--- config.mk ---
export PLATFORM = sky130hd
export DESIGN_NAME = tpcba_lane
export DESIGN_NICKNAME = d
export VERILOG_FILES = /design/src/hw/rtl/tpcba_pkg.sv /design/src/hw/rtl/tpcba_lane.sv
export SDC_FILE = /design/constraint.sdc
export NUM_CORES = 1
export LEC_CHECK = 0
export ABC_AREA = 1
export BUFFER_PORTS_ARGS = -buffer_cell sky130_fd_sc_hd__buf_2
export CORE_MARGIN = 3
export CORE_UTILIZATION = 59
export CTS_CLUSTER_DIAMETER = 80
export CTS_CLUSTER_SIZE = 16
export DETAILED_ROUTE_END_ITERATION = 10
export PLACE_DENSITY_LB_ADDON = 0.15
export SKIP_CTS_REPAIR_TIMING = 1
export SLEW_MARGIN = 20
export SYNTH_ARGS = -nofsm -noshare
export SYNTH_HDL_FRONTEND = slang
export SYNTH_SLANG_ARGS = --single-unit
--- constraint.sdc ---
create_clock -name clk -period 2.1 [get_ports clk]
set_input_delay 0.105 -clock clk [delete_from_list [all_inputs] [get_ports clk]]
set_output_delay 0.105 -clock clk [all_outputs]
set_load 0.03 [all_outputs]
--- src/hw/rtl/tpcba_pkg.sv ---
package tpcba_pkg;

    localparam int RAW_W     = 10;
    localparam int DUTY_W    = 16;
    localparam int VAL_W     = 11;
    localparam int AVG_W     = 11;
    localparam int CFG_IDX_W = 2;
    localparam int CFG_DAT_W = 16;

    localparam logic [VAL_W-1:0] ADC_OFFSET = VAL_W'(20);
    localparam int AVG_MAX = 1023;
    localparam int AVG_MIN = -1024;

    localparam logic [CFG_IDX_W-1:0] CFG_LOOP_ENABLE     = 2'd0;
    localparam logic [CFG_IDX_W-1:0] CFG_ANTI_PHASE_MODE = 2'd1;
    localparam logic [CFG_IDX_W-1:0] CFG_ZERO_DUTY_LEVEL = 2'd2;

    typedef enum logic [1:0] {
        ST_IDLE,
        ST_SUM,
        ST_DRAIN,
        ST_DONE
    } state_t;

    // control shared by all three lanes
    typedef struct packed {
        logic wr_en;
        logic rd_en;
        logic acc_clr;
    } lane_ctrl_t;

endpackage

--- src/hw/rtl/tpcba_lane.sv ---
module tpcba_lane
    import tpcba_pkg::*;
#(
    parameter int WINDOW = 8,
    parameter int SLOT_W = $clog2(WINDOW),
    parameter int SUM_W  = VAL_W + $clog2(WINDOW)
) (
    input  logic                    clk,
    input  logic                    rst_n,
    input  lane_ctrl_t              ctrl,
    input  logic [SLOT_W-1:0]       wr_slot,
    input  logic [SLOT_W-1:0]       rd_addr,
    input  logic                    anti_phase_mode,
    input  logic [DUTY_W-1:0]       zero_duty_level,
    input  logic [RAW_W-1:0]        raw,
    input  logic                    blank,
    input  logic                    dir,
    input  logic [DUTY_W-1:0]       duty,
    output logic signed [SUM_W-1:0] sum
);

    logic signed [VAL_W-1:0] store [WINDOW];
    logic [WINDOW-1:0]       vld_reg;
    logic signed [VAL_W-1:0] rd_data_reg;
    logic                    rd_vld_reg;
    logic                    rd_hit_reg;
    logic signed [SUM_W-1:0] acc_reg;

    logic signed [VAL_W-1:0] offs;
    logic signed [VAL_W-1:0] val;
    logic                    negate;
    logic                    store_en;

    always_comb
    begin
        offs     = $signed({1'b0, raw} - ADC_OFFSET);
        negate   = anti_phase_mode & (dir ^ (duty < zero_duty_level));
        val      = negate ? -offs : offs;
        store_en = ctrl.wr_en & ~blank;
    end

    always_ff @(posedge clk)
    begin
        if (store_en)
        begin
            store[wr_slot] <= val;
        end
        if (ctrl.rd_en)
        begin
            rd_data_reg <= store[rd_addr];
        end
    end

    // entries never written since reset read as zero
    always_ff @(posedge clk or negedge rst_n)
    begin
        if (!rst_n)
        begin
            vld_reg    <= '0;
            rd_vld_reg <= 1'b0;
            rd_hit_reg <= 1'b0;
            acc_reg    <= '0;
        end
        else
        begin
            if (store_en)
            begin
                vld_reg[wr_slot] <= 1'b1;
            end
            rd_vld_reg <= ctrl.rd_en;
            if (ctrl.rd_en)
            begin
                rd_hit_reg <= vld_reg[rd_addr];
            end
            if (ctrl.acc_clr)
            begin
                acc_reg <= '0;
            end
            else if (rd_vld_reg && rd_hit_reg)
            begin
                acc_reg <= acc_reg + SUM_W'(rd_data_reg);
            end
        end
    end

    assign sum = acc_reg;

endmodule

Word level (Yosys, flattened, before mapping)
Memory sizes are Yosys's and may differ from the RTL's. A register that Yosys moved wholly into a read port is not among the register bits.
Index checks and enable logic that the tools add are counted.
Storage, ports and cells
  flip-flop bits (word level): 24
  latch bits: 0
  bits in writable memories: 88
  memory bits (read-only): 0
  bits of input ports: 56
  output and inout port bits: 14
  word-level logic and storage cells: 29
  memories kept: 1
Memory list
  store: depth 8, width 11, read ports 1, clocked after Yosys merged registers in 1, write ports 1, line tpcba_lane.sv:22  | logic signed [VAL_W-1:0] store [WINDOW];
Operators by class
  add/sub/neg operators: 3
  multiply operators: 0
  divide/modulo/power cells: 0
  magnitude comparators: 4
  eq/ne operators: 0
  shifts and indexed selects: 0
  muxes and demuxes: 9
  bitwise operators: 5
  reduce and logical (&&, ||, !) cells: 3
Operators with widths (count)
  2-to-1 mux 14 bit: 2
  less-than comparator 16 bit: 1
  adder 14 x 11 -> 14 bit: 1
  2-to-1 mux 11 bit: 1
  negator 11 bit: 1
  subtractor 10 x 5 -> 11 bit, second input constant: 1
  less-than comparator 3 x 4 -> 1 bit, second input constant: 2
  bitwise OR 8 bit: 1
  2-to-1 mux 1 bit: 4
  binary-select mux 1 bit (select 3 bit): 1
  demux 1 bit (select 3 bit): 1
  greater-or-equal comparator 3 x 1 -> 1 bit, second input constant: 1
  bitwise AND 1 bit: 2
  logical AND 1 bit: 2
  nonzero test 2 bit: 1
  inverter 1 bit: 1
  bitwise XOR 1 bit: 1

Longest topological paths before layout
  word-level depth: 5
  depth in mapped cells: 14
  mapped depth without buffers: 14

Worst setup path before layout
No wires, ideal clock.
  path kind: register to register
  start point: register acc_reg[0], in the netlist sum[0]
  end point: register acc_reg[10], in the netlist sum[10]
  setup time: 0.118 ns
  arrival: 1.981 ns
  data required time: 1.982 ns
  setup slack: 0.001 ns
  stages on the path, launching flop included: 13
  path buffers: 0
  period minus slack after synthesis: 2.099 ns
  cells stage by stage: dfrtp_1 -> ha_1 -> inv_1 -> fa_1 -> nand3b_1 -> nand2_1 -> inv_1 -> o211ai_1 -> nand2_1 -> nand2_1 -> nand2_1 -> nand3_1 -> nand2_1
On the way
  longest elaborated chain between the ends: 3
RTL lines
  start: declaration: line tpcba_lane.sv:27  | logic signed [SUM_W-1:0] acc_reg;
  start signal: assignment: line tpcba_lane.sv:81  | acc_reg <= acc_reg + SUM_W'(rd_data_reg);
  adder 14 x 11 -> 14 bit: line tpcba_lane.sv:81
  2-to-1 mux 14 bit: line tpcba_lane.sv:79  | else if (rd_vld_reg && rd_hit_reg)
  2-to-1 mux 14 bit: line tpcba_lane.sv:75  | if (ctrl.acc_clr)
No other way between the ends. The select of a mux whose other input is x is not followed.
A chain may end at the register's enable or synchronous reset.

Final worst setup path
  start point: register acc_reg[0], in the netlist sum[0]
  end point: register acc_reg[12], in the netlist sum[12]
Same word-level chain as after synthesis.

==> flow_metrics.tcl <==
set metrics [dict create \
    yosysMostFrequentCell "nand2_1" \
    outcome "complete, but fails checks" \
    syn-cell-area_sq_mm 0.00633 \
    pin_count 70 \
    synth_nets 747 \
    route.detailed.wl_per_inst_um 14.5 \
    drv_cap 0 \
    clock_power_share 0.425 \
    synthFlopType "edfxtp_1" \
    grt_first_pass_wirelength_um 20600 \
    synth_area_leader_cell "edfxtp_1" \
    die_h_um 110 \
    largest_reg_flops 88 \
    cts_root_buf "clkbuf_8" \
    synth_mux_area_frac 0 \
    ys_seq_area_frac 0.564 \
    vias 4883 \
    fp-row-count 37 \
    cts.sinks 123 \
    grt_pass1_vias 4405 \
    worst_pin_slew_ps 676 \
    path_clk_slew_ps 60 \
    diodes 0 \
    synth-compound-area-share 0.105 \
    synth-async-reset-ratio 0.195 \
    fp.dieW_um 110 \
    relSlewSlack 0.548 \
    gp_congestion 0.825 \
    syn_inst 659 \
    clockBufferDepth 2 \
    antenna_found_initial 0 \
    globalRouteTotalUtil 0.228 \
    core_area_sq_mm 0.0104 \
    port_buffers 69 \
    synthSimpleGateAreaFrac 0.201 \
    min_period_ps 2010 \
    synthAdderAreaFrac 0.0644 \
    die-area_sq_mm 0.0120 \
    ys_seq_elements 123 \
    synth_common_cells "nand2_1, nor2_1, edfxtp_1, o21ai_0, inv_1" \
    crit_arrival_ps 2410 \
    fin_tns_setup_ps 0 \
    crit_path_end_kind "register" \
    cellPowerDensity_mw_per_mm2 860 \
    initial_core_util 0.611 \
    wl_um 13000 \
    combPwrFrac 0.138 \
    critPathLaunchType "register" \
    drt_iter0_drc 329 \
    hold_path_class "in2reg" \
    seq_power_share 0.438 \
    failed_checks "hold timing" \
    yosysUniqueCellTypes 36 \
    tritoncts "yes" \
    p_sw_frac 0.245 \
    peakVddDrop_uv 455 \
    p_switching_uw 1590 \
    synth_edf_count 99 \
    clock.fmax_ghz 0.499 \
    synth_area_leaders "edfxtp_1, dfrtp_1, nand2_1" \
    grt_max_degree 47 \
    drcViolationCount 0 \
    drv_slew 0 \
    overflow 0 \
    drive_gt1_frac 0.196 \
    leakage_uw 0.00328 \
    setup_viol 0 \
    h-tree-depth 4 \
    cts_buffers 17 \
    finalNetCount 837 \
    holdWs_ps -14.6 \
    final_util 0.727 \
    fin_crit_sh 0.955 \
    final_antenna_net_count 0 \
    synthToLayoutAreaGrowth_pct 19.0 \
    worstPathMaxFanout 3 \
    syn_avg_cell_area_sq_um 9.61 \
    via_per_inst 5.44 \
    synth_top_area_share 0.470 \
    internal_power_uw 4890 \
    ys_warn_count 0 \
    hold_violations 1 \
    worstPathRequired_ps 2510 \
    clock_latency_ps 510 \
    skew_ps 9.32 \
    first_pass_iters 5 \
    rsz0062_at_grt "true" \
    synth_xor_area_frac 0.0125 \
    dp_hpwl_um 8880 \
    criticalPathCategory "reg2reg" \
    fillCellCount 761 \
    synth_top_family_by_area "simple AND/OR/NAND/NOR gates" \
    r2r_slack_ps 90 \
]
power groups by stage:
stage	Combinational [uW]	Sequential (uW)	Clock, uW
finish	892	2840	2750
global route	1010	2850	2910
CTS	877	2840	2780
detailed placement	872	2880	0
global placement	840	2880	0
floorplan	556	2930	0
cells by family (layout without fill, tap and decap cells):
family / Yosys count / count (layout)
XOR/XNOR: 9 / 9
buffers and inverters: 86 / 189
AO/OA/AOI/OAI: 122 / 122
AND/OR/NAND/NOR: 287 / 287
adder cells (fa/ha/maj): 32 / 32
flip-flops: 123 / 123
path summary, 6_finish.rpt:
check / from / endpoint / depth (start not counted)
max in group asynchronous: rst_n / sum[3] / 2
min reg2reg: vld_reg[7] / vld_reg[7] / 2
max reg2reg: sum[0] / sum[12] / 12
max: sum[0] / sum[12] / 12
min in group asynchronous: rst_n / sum[11] / 2
min: rd_addr[2] / rd_hit_reg / 4
metal layers:
layer / vias to the layer above / track usage / routed length, um
li1: 2440 / - / -
met1: 2247 / 0.274 / 5380
met2: 180 / 0.401 / 6690
met3: 16 / 0.0558 / 781
met4: 0 / 0.0748 / 142
met5: - / 0 / 0
layout make-up:
cell class | instances | area (sq um) | share of cell area
flip-flops and latches | 123 | 3570 | 0.474
multi-input cells | 450 | 2430 | 0.323
clock inverters | 5 | 53.8 | 0.00714
inverters | 67 | 251 | 0.0334
well taps | 136 | 170 | 0.0226
clock buffers | 27 | 523 | 0.0694
repair buffers | 90 | 531 | 0.0704
per-stage QoR:
step | power, uW | setup WS [ps] | instance area, sq um | hold WS, ps | std cells
after floorplan | 3480 | 0.804 | 6330 | -191 | 659
after global placement | 3720 | 76.4 | 6880 | 114 | 859
after detailed placement | 3760 | 12.8 | 6880 | 123 | 859
after CTS | 6490 | 5.94 | 7460 | -428 | 891
after global routing | 6770 | -104 | 7540 | 33.1 | 898
final | 6480 | 94.7 | 7540 | -14.6 | 898
layout by cell type, fill, tap and decap left out, types with 3 or more instances in the layout:
cell / n
a21o_1: 3
a21oi_1: 20
a31oi_1: 13
buf_2: 69
buf_4: 14
clkbuf_1: 4
clkbuf_16: 17
clkbuf_8: 6
dfrtp_1: 24
dlygate4sd3_1: 6
edfxtp_1: 99
ha_1: 30
inv_1: 60
inv_2: 7
nand2_1: 114
nand2_2: 9
nand3_1: 14
nand3_2: 3
nand4_1: 13
nor2_1: 112
nor3_1: 4
o21ai_0: 62
o21ai_1: 8
o22ai_1: 11
or2_2: 4
xor2_1: 9
critical path, cell delays in order, from the launching register on:
cell and delay, ps:
dfrtp_1 360, ha_2 190, inv_2 40, fa_2 340
nand3b_1 170, nand2_1 100, inv_1 50, o211ai_1 300
nand2_1 120, nand2_1 70, nand2_1 50, nand3_1 70
nand2_1 50
Note: power is estimated with default switching activity, not from simulation.
